<file path="src/hdl/jib_pkg.sv">
// package of the integer bytecode unit: opcodes, codes, command structs and helpers
package jib_pkg;

  // default sizes of the operand stack and the local-variable file
  localparam int unsigned STACK_DEPTH_DEF = 16;
  localparam int unsigned LOCAL_COUNT_DEF = 16;

  // payload widths
  localparam int unsigned FUNC_W    = 8;
  localparam int unsigned INDEX_W   = 8;
  localparam int unsigned IMM_W     = 8;
  localparam int unsigned OFFSET_W  = 16;
  localparam int unsigned PC_W      = 16;
  localparam int unsigned WORD_W    = 32;
  localparam int unsigned COUNT_W   = 5;
  localparam int unsigned CMP_W     = 3;

  // opcode bytes, standard numbering
  localparam logic [FUNC_W-1:0] OP_ICONST_NEG = 8'h02;
  localparam logic [FUNC_W-1:0] OP_ICONST_5   = 8'h08;
  localparam logic [FUNC_W-1:0] OP_BIPUSH     = 8'h10;
  localparam logic [FUNC_W-1:0] OP_ILOAD_0    = 8'h1a;
  localparam logic [FUNC_W-1:0] OP_ILOAD_3    = 8'h1d;
  localparam logic [FUNC_W-1:0] OP_ISTORE_0   = 8'h3b;
  localparam logic [FUNC_W-1:0] OP_ISTORE_3   = 8'h3e;
  localparam logic [FUNC_W-1:0] OP_IADD       = 8'h60;
  localparam logic [FUNC_W-1:0] OP_ISUB       = 8'h64;
  localparam logic [FUNC_W-1:0] OP_IMUL       = 8'h68;
  localparam logic [FUNC_W-1:0] OP_ISHL       = 8'h78;
  localparam logic [FUNC_W-1:0] OP_ISHR       = 8'h7a;
  localparam logic [FUNC_W-1:0] OP_IINC       = 8'h84;
  localparam logic [FUNC_W-1:0] OP_IFEQ       = 8'h99;
  localparam logic [FUNC_W-1:0] OP_IFGE       = 8'h9c;
  localparam logic [FUNC_W-1:0] OP_IFLE       = 8'h9e;
  localparam logic [FUNC_W-1:0] OP_IF_ICMPEQ  = 8'h9f;
  localparam logic [FUNC_W-1:0] OP_IF_ICMPLT  = 8'ha1;
  localparam logic [FUNC_W-1:0] OP_IF_ICMPLE  = 8'ha4;
  localparam logic [FUNC_W-1:0] OP_GOTO       = 8'ha7;
  localparam logic [FUNC_W-1:0] OP_IRETURN    = 8'hac;
  localparam logic [FUNC_W-1:0] OP_RETURN     = 8'hb1;
  localparam logic [FUNC_W-1:0] OP_GETSTATIC  = 8'hb2;

  // instruction lengths in bytes
  localparam logic [PC_W-1:0] LEN_SHORT  = 16'd1;
  localparam logic [PC_W-1:0] LEN_BYTE   = 16'd2;
  localparam logic [PC_W-1:0] LEN_WIDE   = 16'd3;

  // the first constant opcode pushes -1, so the pushed value is the opcode less this bias
  localparam logic [WORD_W-1:0] ICONST_BIAS = 32'd3;

  // comparison kinds, in opcode order
  localparam logic [CMP_W-1:0] CMP_EQ = 3'd0;
  localparam logic [CMP_W-1:0] CMP_NE = 3'd1;
  localparam logic [CMP_W-1:0] CMP_LT = 3'd2;
  localparam logic [CMP_W-1:0] CMP_GE = 3'd3;
  localparam logic [CMP_W-1:0] CMP_GT = 3'd4;
  localparam logic [CMP_W-1:0] CMP_LE = 3'd5;

  // result status
  typedef enum logic [1:0] {
    ST_OK        = 2'd0,
    ST_UNDERFLOW = 2'd1,
    ST_OVERFLOW  = 2'd2,
    ST_BAD_LOCAL = 2'd3
  } status_e;

  // stack movement of one instruction
  typedef enum logic [2:0] {
    SOP_NONE,
    SOP_PUSH,
    SOP_POP1,
    SOP_POP2_PUSH1,
    SOP_POP2
  } stk_op_e;

  typedef struct packed {
    stk_op_e             op;
    logic [WORD_W-1:0]   value;
  } stk_cmd_t;

  typedef struct packed {
    logic                en;
    logic [INDEX_W-1:0]  addr;
    logic [WORD_W-1:0]   data;
  } lv_wr_t;

  typedef struct packed {
    logic [PC_W-1:0]     next_pc;
    logic                branch_taken;
    logic                halted;
    status_e             status;
  } exec_res_t;

  // signed compare of two words
  function automatic logic cmp_f(input logic [CMP_W-1:0] kind,
                                 input logic signed [WORD_W-1:0] a,
                                 input logic signed [WORD_W-1:0] b);
    logic r;
    case (kind)
      CMP_EQ:  r = (a == b);
      CMP_NE:  r = (a != b);
      CMP_LT:  r = (a < b);
      CMP_GE:  r = (a >= b);
      CMP_GT:  r = (a > b);
      CMP_LE:  r = (a <= b);
      default: r = (a <= b);
    endcase
    return r;
  endfunction

endpackage

</file>
<file path="src/hdl/jib_exec.sv">
// decode and execute of one bytecode against the stack top and a local word
module jib_exec import jib_pkg::*; #(
  parameter int unsigned STACK_DEPTH = STACK_DEPTH_DEF,
  parameter int unsigned LOCAL_COUNT = LOCAL_COUNT_DEF
) (
  input  logic [FUNC_W-1:0]                func_i,
  input  logic [INDEX_W-1:0]               local_index_i,
  input  logic signed [IMM_W-1:0]          immediate_i,
  input  logic signed [OFFSET_W-1:0]       branch_offset_i,
  input  logic [PC_W-1:0]                  pc_i,
  input  logic [WORD_W-1:0]                tos_i,
  input  logic [WORD_W-1:0]                nos_i,
  input  logic [$clog2(STACK_DEPTH+1)-1:0] count_i,
  input  logic [WORD_W-1:0]                local_i,
  output stk_cmd_t                         stk_cmd_o,
  output lv_wr_t                           lv_wr_o,
  output exec_res_t                        res_o
);

  localparam int unsigned SPW = $clog2(STACK_DEPTH + 1);

  logic [WORD_W-1:0] imm_ext;
  logic [WORD_W-1:0] alu_r;
  logic [WORD_W-1:0] mul_r;
  logic [PC_W-1:0]   len;
  logic              taken;
  logic              empty;
  logic              below_two;
  logic              full;
  logic              idx_bad;

  assign imm_ext   = WORD_W'(immediate_i);
  assign empty     = (count_i == '0);
  assign below_two = (count_i < SPW'(2));
  assign full      = (count_i >= SPW'(STACK_DEPTH));
  assign idx_bad   = ({1'b0, local_index_i} >= (INDEX_W + 1)'(LOCAL_COUNT));
  assign mul_r     = nos_i * tos_i;

  // binary arithmetic, deeper operand first
  always_comb begin
    case (func_i)
      OP_IADD: alu_r = nos_i + tos_i;
      OP_ISUB: alu_r = nos_i - tos_i;
      OP_IMUL: alu_r = mul_r;
      OP_ISHL: alu_r = nos_i << tos_i[4:0];
      default: alu_r = WORD_W'($signed(nos_i) >>> tos_i[4:0]);
    endcase
  end

  // opcode decode
  always_comb begin
    stk_cmd_o.op    = SOP_NONE;
    stk_cmd_o.value = '0;
    lv_wr_o.en      = 1'b0;
    lv_wr_o.addr    = '0;
    lv_wr_o.data    = tos_i;
    res_o.halted    = 1'b0;
    res_o.status    = ST_OK;
    len             = LEN_SHORT;
    taken           = 1'b0;

    if (func_i >= OP_ICONST_NEG && func_i <= OP_ICONST_5) begin
      stk_cmd_o.value = {{(WORD_W-FUNC_W){1'b0}}, func_i} - ICONST_BIAS;
      if (full) res_o.status = ST_OVERFLOW;
      else      stk_cmd_o.op = SOP_PUSH;
    end else if (func_i == OP_BIPUSH) begin
      len             = LEN_BYTE;
      stk_cmd_o.value = imm_ext;
      if (full) res_o.status = ST_OVERFLOW;
      else      stk_cmd_o.op = SOP_PUSH;
    end else if (func_i >= OP_ILOAD_0 && func_i <= OP_ILOAD_3) begin
      stk_cmd_o.value = local_i;
      if (full) res_o.status = ST_OVERFLOW;
      else      stk_cmd_o.op = SOP_PUSH;
    end else if (func_i >= OP_ISTORE_0 && func_i <= OP_ISTORE_3) begin
      lv_wr_o.addr = func_i - OP_ISTORE_0;
      if (empty) begin
        res_o.status = ST_UNDERFLOW;
      end else begin
        stk_cmd_o.op = SOP_POP1;
        lv_wr_o.en   = 1'b1;
      end
    end else if (func_i == OP_IADD || func_i == OP_ISUB || func_i == OP_IMUL ||
                 func_i == OP_ISHL || func_i == OP_ISHR) begin
      stk_cmd_o.value = alu_r;
      if (below_two) res_o.status = ST_UNDERFLOW;
      else           stk_cmd_o.op = SOP_POP2_PUSH1;
    end else if (func_i == OP_IINC) begin
      len          = LEN_WIDE;
      lv_wr_o.addr = local_index_i;
      lv_wr_o.data = local_i + imm_ext;
      if (idx_bad) res_o.status = ST_BAD_LOCAL;
      else         lv_wr_o.en   = 1'b1;
    end else if (func_i >= OP_IFEQ && func_i <= OP_IFLE) begin
      len = LEN_WIDE;
      if (empty) begin
        res_o.status = ST_UNDERFLOW;
      end else begin
        stk_cmd_o.op = SOP_POP1;
        taken        = cmp_f(CMP_W'(func_i - OP_IFEQ), tos_i, '0);
      end
    end else if (func_i >= OP_IF_ICMPEQ && func_i <= OP_IF_ICMPLE) begin
      len = LEN_WIDE;
      if (below_two) begin
        res_o.status = ST_UNDERFLOW;
      end else begin
        stk_cmd_o.op = SOP_POP2;
        taken        = cmp_f(CMP_W'(func_i - OP_IF_ICMPEQ), nos_i, tos_i);
      end
    end else if (func_i == OP_GOTO) begin
      len   = LEN_WIDE;
      taken = 1'b1;
    end else if (func_i == OP_IRETURN || func_i == OP_RETURN) begin
      res_o.halted = 1'b1;
    end else if (func_i == OP_GETSTATIC) begin
      len = LEN_WIDE;
    end
  end

  // next pc, wraps at the top of the address space
  assign res_o.branch_taken = taken;
  assign res_o.next_pc      = taken ? (pc_i + PC_W'(unsigned'(branch_offset_i)))
                                    : (pc_i + len);

endmodule
</file>
<file path="config.mk">
export PLATFORM = sky130hd
export DESIGN_NAME = jib_exec
export DESIGN_NICKNAME = d
export VERILOG_FILES = /design/src/hdl/jib_pkg.sv /design/src/hdl/jib_exec.sv
export SDC_FILE = /design/constraint.sdc
export NUM_CORES = 2
export LEC_CHECK = 0
export BUFFER_PORTS_ARGS = -buffer_cell sky130_fd_sc_hd__buf_2
export CORE_UTILIZATION = 60
export DETAILED_ROUTE_END_ITERATION = 8
export PLACE_DENSITY = 0.88
export SLEW_MARGIN = 20
export SYNTH_ARGS = -nofsm -noshare
export SYNTH_HDL_FRONTEND = slang
export SYNTH_SLANG_ARGS = --single-unit
</file>
<file path="constraint.sdc">
create_clock -name vclk -period 13.1
set_input_delay 0.655 -clock vclk [all_inputs]
set_output_delay 0.655 -clock vclk [all_outputs]
set_load 0.1 [all_outputs]
</file>
After elaboration in Yosys (flattened, before gate mapping)
Index checks and enable logic that the tools add are counted.
Widths: inputs -> output; s select.

word-level totals
  register bits = 0
  input bits = 157
  output and inout port bits = 96
  logic and storage cells = 140

cells by class
  $add $sub $neg = 9
  $mul = 1
  magnitude comparators = 21
  eq/ne operators = 21
  shift operators = 2
  muxes and demuxes = 71
  reductions and logical operators = 15

operators with widths
  operator             count
  $mux 41              5
  $mux 16              11
  $pmux 32 s4          1
  $mux 35              3
  $mux 32              3
  $add 32x32->32       2
  $eq 8x7->1 const B   5
  $eq 8x8->1 const B   5
  $add 16x16->16       2
  $eq 32x32->1         1
  $ge 32x1->1 const B  1
  $ge 32x32->1         1
  $gt 32x1->1 const B  1
  $gt 32x32->1         1
  $le 32x1->1 const B  1
  $le 32x32->1         1
  $logic_not 32->1     1
  $lt 32x1->1 const B  1
  $lt 32x32->1         1
  $mul 32x32->32       1
  $ne 32x32->1         1
  $reduce_bool 32->1   1
  $shl 32x5->32        1
  $sshr 32x5->32       1
  28 further kinds     88

Depth between registers and ports, before layout
  depth after elaboration = 14
  depth in mapped cells = 31
  gate-level depth less buffers = 26

Worst setup path after synthesis
No wires, ideal clock.

  kind = input-to-output
  start = input tos_i[3]
  end = output stk_cmd_o[21] (netlist name)
  arrival time = 9,870 ps
  data required time = 12,445 ps
  setup slack = 2,575 ps
  stages on the path = 27
  buffers on the path = 5
  cell sequence = clkbuf_1 clkbuf_1 buf_1 clkbuf_1 clkbuf_1 and2_1 fa_1 fa_1 fa_1 inv_1 fa_1 inv_1 fa_1 inv_1 fa_1 inv_1 fa_1 fa_1 ha_1 nand3_1 o221ai_1 a31oi_1 o21bai_1 xor2_1 a21oi_1 nor4b_1 a311oi_1

RTL lines
  element      RTL line        source
  from (decl)  jib_exec.sv:11  input logic [WORD_W-1:0] tos_i,
  to (decl)    jib_exec.sv:15  output stk_cmd_t stk_cmd_o,

==> summary.txt <==
Worst setup path
  – Worst setup EP type: output port
  – Worst path arrival time: between 9 and 10 ns
  – Crit path max-delay cell type: buf_2
  – Top cell by count, worst path: fa_1
  – Max stage delay on crit path: 0.79 ns
  – Crit path from: tos_i[2]
  – Data required, critical path: 12.44 ns
  – Setup CP Type: in2out
  – Max FO, Critical Path: a little over 50
  – Startpoint Class: input pin

Die
  – Die area: approximately 46000 sq um
  – # rows: 77
  – Die Span Y: ~210 um
  – Ports: ~250
  – Initial Util: 60.80%
  – Die Width: 213.5 um
  – Core Area: roughly 44000 sq um

STA
  – Setup TNS: 0 ns
  – Final Hold Vio Count: 0
  – Final period util: 74.66%
  – Final worst slack: 3.319 ns
  – Slew margin rel.: 18.46%
  – Setup-violating endpoint count in the final report: 0
  – Tightest Pin Transition: 1.223 ns
  – RSZ-0062 raised after global routing: false
  – Max frequency: 102.2 MHz
  – Slew Viols, Final: 0
  – Minimum clock period: 9.781 ns

Final layout
  – Multi-input logic area: 24180 sq um
  – Fin nets: 4295
  – Most common library cell in the layout ignoring fill and taps: inv_1
  – Fillers: 3841
  – Most frequent cells in the layout: 486 x inv_1, 412 x fa_1, 360 x nand2_1, 284 x and2_1, 251 x buf_2
  – Clkbuf count: 0
  – Layout area overhead: 5.414%
  – FF+latch area: 0 sq um
  – Num sequential: 0
  – Layout cells sized above 1: between 10% and 20%
  – Post-route insts no fill: 4077

Global routing
  – Gr busiest metal: met2
  – Met2 global-route usage: 69.37%
  – Gr usage total: 47.24%
  – Antenna violations before repair: 8
  – Grt ovf: 0
  – Met3 Use GR: between 10% and 20%
  – First-pass GRT wire length: 160400 um
  – Pin count of the biggest net entering global routing: 71
  – Vias in the first global route: roughly 27000
  – M1 GR Usage: roughly 58%

Yosys
  – Syn_area_per_cell: 7.870 sq um
  – Largest cells by area after synthesis: fa_1 31%, ha_1 11%, inv_1 6.8%
  – Seq/Total Area, Yosys: 0%
  – Yosys synthesis warning count: 0
  – Yosys top cell area share: between 30% and 40%
  – Syn Nets: 4224
  – Post-Syn Area: 26830 sq um
  – Post-synthesis cell type count: 88
  – Yosys top cell by area: fa_1
  – Post-Synthesis Cells: 3409

Run status
  – Outcome: finished, final reports clean

Routing
  – Total number of vias: around 27000
  – 1st-pass router iterations: 6
  – WL/cell: 26.33 um
  – Vias/cell: 6.663
  – ANT nets after route: 0
  – Wirelength, routed: approximately 110000 um
  – Final routed DRC violation total: 0
  – 1st-iter DRT viols: 3748

Placed design
  – Number of port buffers: 253
  – Inst Count DP: 4070
  – DP Wirelength: about 79000 um
  – Pre-CTS setup slack: around 3.6 ns
  – GPL Wtd Cong: 1.066

Min path
  – Hold Crit Class: in2out
  – Hold wc startpoint: count_i[4]

Clock network
  – # resized after CTS: 0
  – Setup Fix Bufs, Post-CTS: 0
  – Post-CTS Hold Buffers: 0

Run
  – Number of max-cap violations: 0
cell usage after synthesis (all sizes together), types with 44 or more instances:
cell	instances
mux2i	48
clkbuf	181
nand2	360
inv	487
nor2	240
o21ai	174
nor3	46
mux4	44
a21oi	185
and2	291
xnor2	98
ha	246
fa	412
worst paths after layout:
check             slack (ns)  cells past startpoint       endpoint
setup / recovery        3.32                     26  stk_cmd_o[28]
hold / removal          1.77                      3  stk_cmd_o[32]
through the flow:
stage / utilization [%] / cell area, sq um / hold slack, ns
2_1_floorplan: - / 26830 / 1.740
3_3_place_gp: 64.06 / 28260 / 1.768
3_5_place_dp: 64.06 / 28260 / 1.771
4_1_cts: 64.06 / 28260 / 1.772
5_1_grt: 64.08 / 28270 / 1.800
6_report: 64.10 / 28280 / 1.774
metal layers:
metal	wire (um)	part of all wire [%]
met2	45340	42
met4	8725	8.1
met5	32	0.030
met3	15570	15
met1	37680	35
cell families after synthesis:
family | synth area share [%]
and+or+nand+nor | 20.01
buffers and inverters | 10.02
xor gates and xnor gates | 4.463
AOI/OAI and AO/OA | 17.40
muxes | 5.904
adders and majority gates | 42.21
layout make-up:
| type | count | share of cell area [%] |
|---|---|---|
| tap | 592 | 2.619 |
| timing repair buffer | 285 | 5.344 |
| multi-input combinational | 2704 | 85.48 |
| antenna | 7 | 0.06194 |
| inverter | 489 | 6.490 |
critical path: cells and delay by family:
family / cells / cell delay [ns]
adder cells (fa/ha/maj): 9 / 4.25
buffers and inverters: 6 / 1.49
AO/OA/AOI/OAI: 6 / 1.44
XOR/XNOR: 1 / 0.41
AND/OR/NAND/NOR: 4 / 0.82
