### src/hdl/jib_pkg.sv
// package of the integer bytecode unit: opcodes, codes, command structs and helpers
package jib_pkg;

  // default sizes of the operand stack and the local-variable file
  localparam int unsigned STACK_DEPTH_DEF = 16;
  localparam int unsigned LOCAL_COUNT_DEF = 16;

  // payload widths
  localparam int unsigned FUNC_W    = 8;
  localparam int unsigned INDEX_W   = 8;
  localparam int unsigned IMM_W     = 8;
  localparam int unsigned OFFSET_W  = 16;
  localparam int unsigned PC_W      = 16;
  localparam int unsigned WORD_W    = 32;
  localparam int unsigned COUNT_W   = 5;
  localparam int unsigned CMP_W     = 3;

  // opcode bytes, standard numbering
  localparam logic [FUNC_W-1:0] OP_ICONST_NEG = 8'h02;
  localparam logic [FUNC_W-1:0] OP_ICONST_5   = 8'h08;
  localparam logic [FUNC_W-1:0] OP_BIPUSH     = 8'h10;
  localparam logic [FUNC_W-1:0] OP_ILOAD_0    = 8'h1a;
  localparam logic [FUNC_W-1:0] OP_ILOAD_3    = 8'h1d;
  localparam logic [FUNC_W-1:0] OP_ISTORE_0   = 8'h3b;
  localparam logic [FUNC_W-1:0] OP_ISTORE_3   = 8'h3e;
  localparam logic [FUNC_W-1:0] OP_IADD       = 8'h60;
  localparam logic [FUNC_W-1:0] OP_ISUB       = 8'h64;
  localparam logic [FUNC_W-1:0] OP_IMUL       = 8'h68;
  localparam logic [FUNC_W-1:0] OP_ISHL       = 8'h78;
  localparam logic [FUNC_W-1:0] OP_ISHR       = 8'h7a;
  localparam logic [FUNC_W-1:0] OP_IINC       = 8'h84;
  localparam logic [FUNC_W-1:0] OP_IFEQ       = 8'h99;
  localparam logic [FUNC_W-1:0] OP_IFGE       = 8'h9c;
  localparam logic [FUNC_W-1:0] OP_IFLE       = 8'h9e;
  localparam logic [FUNC_W-1:0] OP_IF_ICMPEQ  = 8'h9f;
  localparam logic [FUNC_W-1:0] OP_IF_ICMPLT  = 8'ha1;
  localparam logic [FUNC_W-1:0] OP_IF_ICMPLE  = 8'ha4;
  localparam logic [FUNC_W-1:0] OP_GOTO       = 8'ha7;
  localparam logic [FUNC_W-1:0] OP_IRETURN    = 8'hac;
  localparam logic [FUNC_W-1:0] OP_RETURN     = 8'hb1;
  localparam logic [FUNC_W-1:0] OP_GETSTATIC  = 8'hb2;

  // instruction lengths in bytes
  localparam logic [PC_W-1:0] LEN_SHORT  = 16'd1;
  localparam logic [PC_W-1:0] LEN_BYTE   = 16'd2;
  localparam logic [PC_W-1:0] LEN_WIDE   = 16'd3;

  // the first constant opcode pushes -1, so the pushed value is the opcode less this bias
  localparam logic [WORD_W-1:0] ICONST_BIAS = 32'd3;

  // comparison kinds, in opcode order
  localparam logic [CMP_W-1:0] CMP_EQ = 3'd0;
  localparam logic [CMP_W-1:0] CMP_NE = 3'd1;
  localparam logic [CMP_W-1:0] CMP_LT = 3'd2;
  localparam logic [CMP_W-1:0] CMP_GE = 3'd3;
  localparam logic [CMP_W-1:0] CMP_GT = 3'd4;
  localparam logic [CMP_W-1:0] CMP_LE = 3'd5;

  // result status
  typedef enum logic [1:0] {
    ST_OK        = 2'd0,
    ST_UNDERFLOW = 2'd1,
    ST_OVERFLOW  = 2'd2,
    ST_BAD_LOCAL = 2'd3
  } status_e;

  // stack movement of one instruction
  typedef enum logic [2:0] {
    SOP_NONE,
    SOP_PUSH,
    SOP_POP1,
    SOP_POP2_PUSH1,
    SOP_POP2
  } stk_op_e;

  typedef struct packed {
    stk_op_e             op;
    logic [WORD_W-1:0]   value;
  } stk_cmd_t;

  typedef struct packed {
    logic                en;
    logic [INDEX_W-1:0]  addr;
    logic [WORD_W-1:0]   data;
  } lv_wr_t;

  typedef struct packed {
    logic [PC_W-1:0]     next_pc;
    logic                branch_taken;
    logic                halted;
    status_e             status;
  } exec_res_t;

  // signed compare of two words
  function automatic logic cmp_f(input logic [CMP_W-1:0] kind,
                                 input logic signed [WORD_W-1:0] a,
                                 input logic signed [WORD_W-1:0] b);
    logic r;
    case (kind)
      CMP_EQ:  r = (a == b);
      CMP_NE:  r = (a != b);
      CMP_LT:  r = (a < b);
      CMP_GE:  r = (a >= b);
      CMP_GT:  r = (a > b);
      CMP_LE:  r = (a <= b);
      default: r = (a <= b);
    endcase
    return r;
  endfunction

endpackage

### src/hdl/jib_stack.sv
// operand stack as a shift line of registers, top entry at position zero
module jib_stack import jib_pkg::*; #(
  parameter int unsigned STACK_DEPTH = STACK_DEPTH_DEF
) (
  input  logic                               clk_i,
  input  logic                               rst_ni,
  input  logic                               en_i,
  input  stk_cmd_t                           cmd_i,
  output logic [WORD_W-1:0]                  tos_o,
  output logic [WORD_W-1:0]                  nos_o,
  output logic [$clog2(STACK_DEPTH+1)-1:0]   count_o,
  output logic [WORD_W-1:0]                  top_nx_o,
  output logic [$clog2(STACK_DEPTH+1)-1:0]   count_nx_o
);

  localparam int unsigned SPW = $clog2(STACK_DEPTH + 1);

  logic [WORD_W-1:0] stk_q [STACK_DEPTH];
  logic [WORD_W-1:0] stk_d [STACK_DEPTH];
  logic [SPW-1:0]    sp_q;
  logic [SPW-1:0]    sp_d;

  // next value of each entry from its fixed neighbours
  for (genvar g = 0; g < STACK_DEPTH; g++) begin : g_entry
    logic [WORD_W-1:0] up1;
    logic [WORD_W-1:0] up2;
    logic [WORD_W-1:0] dn1;

    if (g + 1 < STACK_DEPTH) begin : g_up1
      assign up1 = stk_q[g+1];
    end else begin : g_up1_end
      assign up1 = stk_q[g];
    end

    if (g + 2 < STACK_DEPTH) begin : g_up2
      assign up2 = stk_q[g+2];
    end else begin : g_up2_end
      assign up2 = stk_q[g];
    end

    if (g > 0) begin : g_dn1
      assign dn1 = stk_q[g-1];
    end else begin : g_dn1_top
      assign dn1 = cmd_i.value;
    end

    always_comb begin
      stk_d[g] = stk_q[g];
      if (en_i) begin
        case (cmd_i.op)
          SOP_PUSH:       stk_d[g] = dn1;
          SOP_POP1:       stk_d[g] = up1;
          SOP_POP2_PUSH1: stk_d[g] = (g == 0) ? cmd_i.value : up1;
          SOP_POP2:       stk_d[g] = up2;
          default:        stk_d[g] = stk_q[g];
        endcase
      end
    end

    always_ff @(posedge clk_i) begin
      stk_q[g] <= stk_d[g];
    end
  end

  // entry count
  always_comb begin
    sp_d = sp_q;
    if (en_i) begin
      case (cmd_i.op)
        SOP_PUSH:       sp_d = sp_q + SPW'(1);
        SOP_POP1:       sp_d = sp_q - SPW'(1);
        SOP_POP2_PUSH1: sp_d = sp_q - SPW'(1);
        SOP_POP2:       sp_d = sp_q - SPW'(2);
        default:        sp_d = sp_q;
      endcase
    end
  end

  always_ff @(posedge clk_i or negedge rst_ni) begin
    if (!rst_ni) begin
      sp_q <= '0;
    end else begin
      sp_q <= sp_d;
    end
  end

  assign tos_o      = stk_q[0];
  assign nos_o      = stk_q[1];
  assign count_o    = sp_q;
  assign top_nx_o   = stk_d[0];
  assign count_nx_o = sp_d;

endmodule

### config.mk
export PLATFORM = sky130hd
export DESIGN_NAME = jib_stack
export DESIGN_NICKNAME = d
export VERILOG_FILES = /design/src/hdl/jib_pkg.sv /design/src/hdl/jib_stack.sv
export SDC_FILE = /design/constraint.sdc
export NUM_CORES = 1
export LEC_CHECK = 0
export BUFFER_PORTS_ARGS = -buffer_cell sky130_fd_sc_hd__buf_4
export CELL_PAD_IN_SITES_DETAIL_PLACEMENT = 1
export CELL_PAD_IN_SITES_GLOBAL_PLACEMENT = 1
export CORE_ASPECT_RATIO = 0.8
export CORE_UTILIZATION = 49
export DETAILED_ROUTE_END_ITERATION = 6
export HOLD_SLACK_MARGIN = 0.06
export PLACE_DENSITY = 0.84
export SLEW_MARGIN = 10
export SYNTH_ARGS = -nofsm -noshare
export SYNTH_HDL_FRONTEND = slang
export SYNTH_SLANG_ARGS = --single-unit
### constraint.sdc
create_clock -name clk_i -period 3.6 [get_ports clk_i]
set_input_delay 0.54 -clock clk_i [delete_from_list [all_inputs] [get_ports clk_i]]
set_output_delay 0.54 -clock clk_i [all_outputs]
set_load 0.02 [all_outputs]
---- After elaboration in Yosys (flattened, before gate mapping) ----
Memories as Yosys holds them, arrays and structs flattened.
Cells that the tools add are included.
W data, S select, Z words.
word-level totals
  memories kept ........................... 1
  flip-flop bits (word level) ............. 5
  bits in writable memories ............... 512
  word-level logic and storage cells ...... 45
  output and inout bits ................... 106
memories
  name   words  width  read ports  clocked after memory_dff  wr ports  line             source
  stk_q  16     32     16          0                         16        jib_stack.sv:18  logic [WORD_W-1:0] stk_q [STACK_DEPTH];
cells by class
  add/subtract/negate cells ............... 3
  reductions and logical operators ........ 2
  mux-type cells .......................... 34
  equal/unequal tests ..................... 4
operator list
  cell                   count
  $pmux W32 S3           14
  $mux W32               17
  $pmux W32 S2           1
  $pmux W5 S3            1
  $eq A3 B2 Y1 const B   2
  $add A5 B1 Y5 const B  1
  $mux W5                1
  $sub A5 B1 Y5 const B  1
  $sub A5 B2 Y5 const B  1
  $reduce_or A2 Y1       2
  $eq A3 B1 Y1 const B   1
  $eq A3 B3 Y1 const B   1

---- Depth between registers and ports, before layout ----
Gate-level depths: netlist of run 1.
  word-level depth ........................ 4
  mapped depth ............................ 10

---- Worst setup path before layout of run 1 ----
No wires, ideal clock.
  path kind ............................... in2reg
  start ................................... in cmd_i[32] (netlist name)
  end ..................................... mem stk_q[10][0] (enable)
  setup time .............................. 0.765 ns
  arrival time ............................ 9.531 ns
  required time ........................... 2.835 ns
  stages on the path ...................... 8
  slack ................................... -6.696 ns
  cells stage by stage .................... buf_4 nor2_4 and2_1 buf_6 o21ai_2 buf_2 buf_4 inv_1
RTL lines
  item                line             source
  start: declaration  jib_stack.sv:8   input stk_cmd_t cmd_i,
  end: declaration    jib_stack.sv:18

---- Worst setup path in the final report of run 1 ----
  start ................................... reg sp_q[1] (netlist: count_o[1])
  end ..................................... out count_nx_o[4]
on the way
  cells in the longest elaborated chain, start to end .. 3
  elaborated cells between the ends (all ways) .. 5
ends and longest elaborated chain
  item                                         line             source
  start: declaration                           jib_stack.sv:20  logic [SPW-1:0] sp_q;
  start signal: assignment                     jib_stack.sv:83  sp_q <= sp_d;
  $sub A5 B2 Y5, or another cell as far along  jib_stack.sv:73  SOP_POP2: sp_d = sp_q - SPW'(2);
  $pmux W5 S3 *                                jib_stack.sv:69  case (cmd_i.op)
  $mux W5 *                                    jib_stack.sv:68  if (en_i) begin
  end: declaration                             jib_stack.sv:13  output logic [$clog2(STACK_DEPTH+1)-1:0] count_nx_o
Every way passes the cells marked *; elsewhere a longest branch is shown, timed or not.

==> summary.md, run 1 <==
| Metric | Value |
|---|---|
| Outcome | finished clean |
| Total power draw | 14.80 mW |
| Maximum number of pins on one net before global-route repair | 183 |
| Share of synthesized area occupied by flip-flops and latches | 63.53% |
| RD Place Congestion | 0.7945 |
| Residual overflow from global routing | 0 |
| Unique masters post-synth | 34 |
| Relative slew margins | 37.74% |
| Most used flip-flop cell after synthesis | edfxtp_1 |
| H-tree Lvls | 2 |
| Max stage delay on crit path | 510 ps |
| Count of final max-slew check failures | 0 |
| Insertion delay to the later sink of the worst-skew pair | 580 ps |
| Number of enable-type register cells in the synthesized netlist | 480 |
| Row count | 71 |
| Remaining number of nets flagged by the antenna check after routing | 0 |
| Most common cell after layout, fill and taps aside | nand2_1 |
| Top library cells by usage in the layout, fill and taps aside | nand2_1, edfxtp_1, a22oi_1 |
| Maximum fanout count along the critical path | 8 |
| Starting DRT DRC Count | 1412 |
| Maximum buffer depth of the clock tree | 3 |
| 1st-pass router iterations | 5 |
| Path type of the worst min-delay path | input pin to asynchronous set/reset pin |
| Gate count of the mapped netlist | 2177 |
| Post-Synthesis Mean Instance Area | 10.98 um2 |
| Clock input transition at the sequential cells of the worst setup and hold paths | 70 ps |
| Final Skew | 13.50 ps |
| Class of the most critical setup path | flop to output pin |
| Register bit total from synthesis | 517 |
| Core outline area | 47530 um2 |
| Total I/O pin count | 144 |
| CTS buffer count | 51 |
| Data arrival time at the worst-slack endpoint | 2850 ps |
| Number of setup violations in the final report | 0 |
| First-pass GRT wire length | 99180 um |
| Actual slew at the worst max-slew pin | 933.9 ps |
| DRC Markers | 0 |
| Number of buffers added for setup after CTS | 0 |
| Gr usage total | 24.74% |
| Chip Width | 248.9 um |
| Die height | 199.5 um |
| Net count of the mapped netlist | 2221 |
| Period utilization | 94.03% |
| RSZ-0062 raised after global routing | no |
| Minimum clock period after layout | 3385 ps |
| Number of antenna violations at the first check in global routing | 0 |
| Cell Chain, Critical Path | fa_1 > a21o_1 > a21oi_1 > xor2_1 > a21oi_1 > o21ai_0 > buf_4 |
| Ant. Diodes | 0 |
| Count of instances resized after the clock tree is built | 0 |
| Worst Setup Start Kind | flop |
| Clock tree from TritonCTS | yes |
| Overall routed net length | 62990 um |
| Count of warnings emitted by yosys | 0 |
| Synth-to-Final Area Change | 12.37% |
| Lkg Pwr | 10.67 nW |
| Post-DR wirelength/cell | 21.77 um |
| Peak Freq | 295.4 MHz |
| Initial core utilization | 50.28% |
| Nets | 2277 |
| Crit-path most repeated cell | a21oi_1 |
| Via density | 6.084 |
| Number of global-route vias before repair | 18639 |
| Die footprint | 49660 um2 |
| CTS hold repair buffers | 1 |
| Synthesized cell area | 23890 um2 |
| TNS Setup | 0 ps |
| Clock tree sinks | 517 |
| Async SR Flop Fraction | 0.9671% |
| Root buffer cell | clkbuf_16 |
| PortBufs | 143 |
| Final hold violations | 0 |
| Setup crit end kind | output pin |
| Power density normalized to cell area | 551.3 nW/um2 |
| Half-perimeter wire length after detailed placement | 37310 um |
| Highest ir drop seen on vdd | 372.5 uV |
| Share of cells above drive strength 1 | 12.45% |
| # Max-Cap Violations | 0 |
| Cell at the slowest stage of the critical path | dfrtp_1 |
| CP Data Required Time | 3060 ps |
| Vias after detailed routing | 17606 |
worst max-delay path, delay by kind of cell, from the launching register on:
| family | cells | cell delay, ps |
|---|---|---|
| adder cells (fa/ha/maj) | 1 | 490 |
| XOR/XNOR | 1 | 240 |
| flip-flops | 1 | 510 |
| AO/OA/AOI/OAI | 4 | 830 |
| buffers and inverters | 1 | 200 |
kinds of logic after synthesis:
group                    synth area share, %
AND/OR/NAND/NOR                        14.53
AO/OA/AOI/OAI                          15.89
flip-flops                             63.53
buffers and inverters                  4.053
multiplexers                           1.508
adder cells (fa/ha/maj)               0.3456
XOR/XNOR                              0.1466
through the flow:
stage / hold WS (ps) / instances / setup WS [ps] / utilization [%] / area, um2
3_5_place_dp: 345.3 / 2799 / 528.7 / 53.04 / 25210
6_report: 309.1 / 2894 / 214.9 / 56.49 / 26850
4_1_cts: 275.4 / 2894 / 256.9 / 56.49 / 26850
3_3_place_gp: 342.4 / 2799 / 633.3 / 53.04 / 25210
2_1_floorplan: 244.4 / 2177 / -4387 / - / 23930
5_1_grt: 309.1 / 2894 / 136.7 / 56.49 / 26850
registers in the layout (all words and copies together), names as in the netlist:
signal   flops
count_o      5
stk_q      512
layout make-up:
| cell class | count | area, um2 |
|---|---|---|
| Timing Repair Buffer | 169 | 1459 |
| Clock inverter | 25 | 193.9 |
| Inverter | 5 | 22.52 |
| Sequential cell | 517 | 15180 |
| Multi-Input combinational cell | 1489 | 7782 |
| Fill cell | 4939 | 20680 |
| Tap cell | 620 | 775.7 |
| Clock buffer | 69 | 1436 |
routing by layer:
layer | share of wire, % | track usage [%] | routed length (um) | vias to the layer above
met4 | 3.1 | 8.765 | 1956 | 0
met1 | 39 | 29.24 | 24440 | 9008
met2 | 55 | 46.57 | 34540 | 403
met3 | 3.3 | 2.931 | 2056 | 154
met5 | 0 | 0 | 0 | -
li1 | - | - | - | 8041
worst paths after layout:
path | startpoint | endpoint | slack, ps | cells after the start
min in group clk_i | en_i | count_o[2]$_DFF_PN0_ | 470 | 3
max in group asynchronous | rst_ni | count_o[1]$_DFF_PN0_ | 3170 | 2
worst min register to register | stk_q[14][20]$_DFFE_PP_ | stk_q[15][20]$_DFFE_PP_ | 490 | 0
worst min-delay path | rst_ni | count_o[2]$_DFF_PN0_ | 310 | 2
worst max-delay path | count_o[1]$_DFF_PN0_ | count_nx_o[4] | 210 | 7
worst max register to register | count_o[1]$_DFF_PN0_ | count_o[4]$_DFF_PN0_ | 1420 | 6
synth_stat cells, types with 3 or more instances:
| cell | instances | area [um2] |
|---|---|---|
| a21oi_1 | 39 | 195.2 |
| mux2_2 | 32 | 360.4 |
| buf_4 | 15 | 112.6 |
| inv_1 | 5 | 18.77 |
| nand2_1 | 867 | 3254 |
| buf_6 | 24 | 270.3 |
| o21ai_0 | 36 | 180.2 |
| nor2_1 | 36 | 135.1 |
| dfrtp_1 | 5 | 125.1 |
| nand3_1 | 4 | 20.02 |
| ha_1 | 5 | 62.56 |
| edfxtp_1 | 480 | 14410 |
| clkbuf_1 | 52 | 195.2 |
| buf_2 | 72 | 360.4 |
| buf_1 | 3 | 11.26 |
| dfxtp_1 | 32 | 640.6 |
| a22oi_1 | 448 | 3363 |
power breakdown:
group	internal (mW)	leakage, nW	switching, mW	total [mW]
clock	3.00	0.802	2.31	5.31
sequential	7.10	4.84	0.388	7.49
combinational	0.717	5.03	1.28	2.00
total	10.8	10.7	3.98	14.8
Power figures use the tool's default switching activity.
==> inputs of run 2 (changes only) <==
--- a/config.mk
+++ b/config.mk
@@ -6,13 +6,14 @@
 export NUM_CORES = 1
 export LEC_CHECK = 0
 export BUFFER_PORTS_ARGS = -buffer_cell sky130_fd_sc_hd__buf_4
+export CAP_MARGIN = 30
 export CELL_PAD_IN_SITES_DETAIL_PLACEMENT = 1
 export CELL_PAD_IN_SITES_GLOBAL_PLACEMENT = 1
 export CORE_ASPECT_RATIO = 0.8
 export CORE_UTILIZATION = 49
 export DETAILED_ROUTE_END_ITERATION = 6
-export HOLD_SLACK_MARGIN = 0.06
-export PLACE_DENSITY = 0.84
+export HOLD_SLACK_MARGIN = 0.12
+export PLACE_DENSITY = 0.87
 export SLEW_MARGIN = 10
 export SYNTH_ARGS = -nofsm -noshare
 export SYNTH_HDL_FRONTEND = slang
==> run 2 against run 1 <==
  * Global-route usage rose by 0.83 points
  * Via count rose by 1.6%
  * Final area rose by 0.14%
  * Utilization rose by 0.079 points
  * Clock power fell by 2%
==> summary.md, run 2 (synthesis results as in run 1) <==
| Metric | Value |
|---|---|
| Outcome | finished clean |
| Residual overflow from global routing | 0 (unchanged) |
| PortBufs | 143 (unchanged) |
| Ant. Diodes | 0 (unchanged) |
| Die footprint | 49660 um2 (unchanged) |
| Number of setup violations in the final report | 0 (unchanged) |
| Worst Setup Start Kind | flop |
| Final core occ | 56.57% (+0.079 points) |
| Total I/O pin count | 144 (unchanged) |
| RSZ-0062 raised after global routing | no |
| Number of global-route vias before repair | 19088 (+2.4%) |
| Remaining number of nets flagged by the antenna check after routing | 0 (unchanged) |
| Clock tree sinks | 517 (unchanged) |
| Synth-to-Final Area Change | 12.53% |
| Count of instances resized after the clock tree is built | 0 (unchanged) |
| Relative slew margins | 30.78% (-7.0 points) |
| RD Place Congestion | 0.8111 (+2.1%) |
| Via density | 6.160 (+1.3%) |
| Share of cells above drive strength 1 | 12.57% (+0.12 points) |
| Data arrival time at the worst-slack endpoint | 2950 ps (+100 ps) |
| Top register by number of flip-flops | stk_q |
| Number of buffers added for setup after CTS | 0 (unchanged) |
| Final hold violations | 0 (unchanged) |
| Maximum number of pins on one net before global-route repair | 207 (+13%) |
| Overall routed net length | 64930 um (+3.1%) |
| # Max-Cap Violations | 0 (unchanged) |
| Chip Width | 248.9 um (unchanged) |
| Most common cell after layout, fill and taps aside | nand2_1 |
| Nets | 2288 (+0.48%) |
| Power density normalized to cell area | 547.5 nW/um2 (-0.68%) |
| TNS Setup | 0 ps (unchanged) |
| Clock input transition at the sequential cells of the worst setup and hold paths | 70 ps (about the same) |
| DRC Markers | 0 (unchanged) |
| Lkg Pwr | 10.70 nW (+0.32%) |
| Class of the most critical setup path | flop to output pin |
| Maximum buffer depth of the clock tree | 3 (unchanged) |
| Die height | 199.5 um (unchanged) |
| Core outline area | 47530 um2 (unchanged) |
| Post-DR wirelength/cell | 22.36 um (+2.7%) |
| Half-perimeter wire length after detailed placement | 39520 um (+5.9%) |
| Number of antenna violations at the first check in global routing | 0 (unchanged) |
| Initial core utilization | 50.28% (unchanged) |
| Root buffer cell | clkbuf_16 |
| Final Skew | 20.68 ps (+7.177 ps) |
| Maximum fanout count along the critical path | 8 (unchanged) |
| Path type of the worst min-delay path | input pin to asynchronous set/reset pin |
| Starting DRT DRC Count | 1644 (+16%) |
| CTS buffer count | 50 (-2.0%) |
| CTS hold repair buffers | 1 (unchanged) |
| Gr usage total | 25.57% (+0.83 points) |
| Count of final max-slew check failures | 0 (unchanged) |
| Peak Freq | 286.7 MHz (-3.0%) |
| Highest ir drop seen on vdd | 392.1 uV (+5.3%) |
| First-pass GRT wire length | 102000 um (+2.8%) |
| 1st-pass router iterations | 5 (unchanged) |
| Row count | 71 (unchanged) |
| Top library cells by usage in the layout, fill and taps aside | nand2_1, edfxtp_1, a22oi_1 |
| Max FFs per register | 512 (unchanged) |
| Period utilization | 96.90% (+2.9 points) |
| Minimum clock period after layout | 3488 ps (+103.2 ps) |
| Setup crit end kind | output pin |
| H-tree Lvls | 2 (unchanged) |
| CP Data Required Time | 3060 ps (about the same) |
| Actual slew at the worst max-slew pin | 1038 ps (+104.4 ps) |
| Vias after detailed routing | 17889 (+1.6%) |
| Clock tree from TritonCTS | yes |
| Insertion delay to the later sink of the worst-skew pair | 580 ps (about the same) |
## run 2: worst paths after layout
check	start	to	slack, ps	depth (start not counted)
max in group asynchronous	rst_ni	count_o[2]$_DFF_PN0_	3160	2
min	rst_ni	count_o[1]$_DFF_PN0_	320	2
max reg2reg	count_o[1]$_DFF_PN0_	count_o[4]$_DFF_PN0_	1310	6
min in group clk_i	en_i	count_o[3]$_DFF_PN0_	410	3
max	count_o[1]$_DFF_PN0_	count_nx_o[4]	110	7
min reg2reg	stk_q[14][5]$_DFFE_PP_	stk_q[15][5]$_DFFE_PP_	490	0
## run 2: critical path: stages (launching register included)
cell and delay (ps):
dfrtp_1 510, fa_1 490, a21o_1 200, a21oi_1 210, xor2_1 230, a21oi_1 130
o21ai_0 370, buf_4 220
## run 2: layout make-up
cell class / count / area, um2
Fill cell: 4969 / 20640
Tap cell: 620 / 775.7
Clock buffer: 71 / 1434
Timing Repair Buffer: 181 / 1549
Multi-Input combinational cell: 1489 / 7782
Inverter: 5 / 22.52
Sequential cell: 517 / 15180
Clock inverter: 21 / 143.9
## run 2: per-layer routing
| layer | global-route usage, % | up-vias | routed length [um] |
|---|---|---|---|
| met5 | 0 | - | 0 |
| li1 | - | 8077 | - |
| met1 | 29.70 | 9214 | 25080 |
| met2 | 48.87 | 452 | 35720 |
| met4 | 8.581 | 0 | 1833 |
| met3 | 3.126 | 146 | 2300 |
## run 2: per-stage QoR
step                      hold slack, ps  setup slack (ps)  cell area, um2  cells  power (mW)
after global routing               319.1             35.06           26890   2904       15.22
after CTS                          279.5             171.9           26890   2904       14.78
after global placement             340.8             651.8           25300   2811       9.408
after detailed placement           343.4             487.5           25300   2811       9.582
final                              319.2             111.7           26890   2904       14.72
after floorplan                    244.4             -4387           23930   2177       8.840
## run 2: report_power, final
part           leakage [nW]  switching [mW]  internal, mW
registers              4.84           0.392          7.10
logic                  5.09            1.29         0.728
clock network         0.773            2.30          2.91
total                  10.7            3.98          10.7
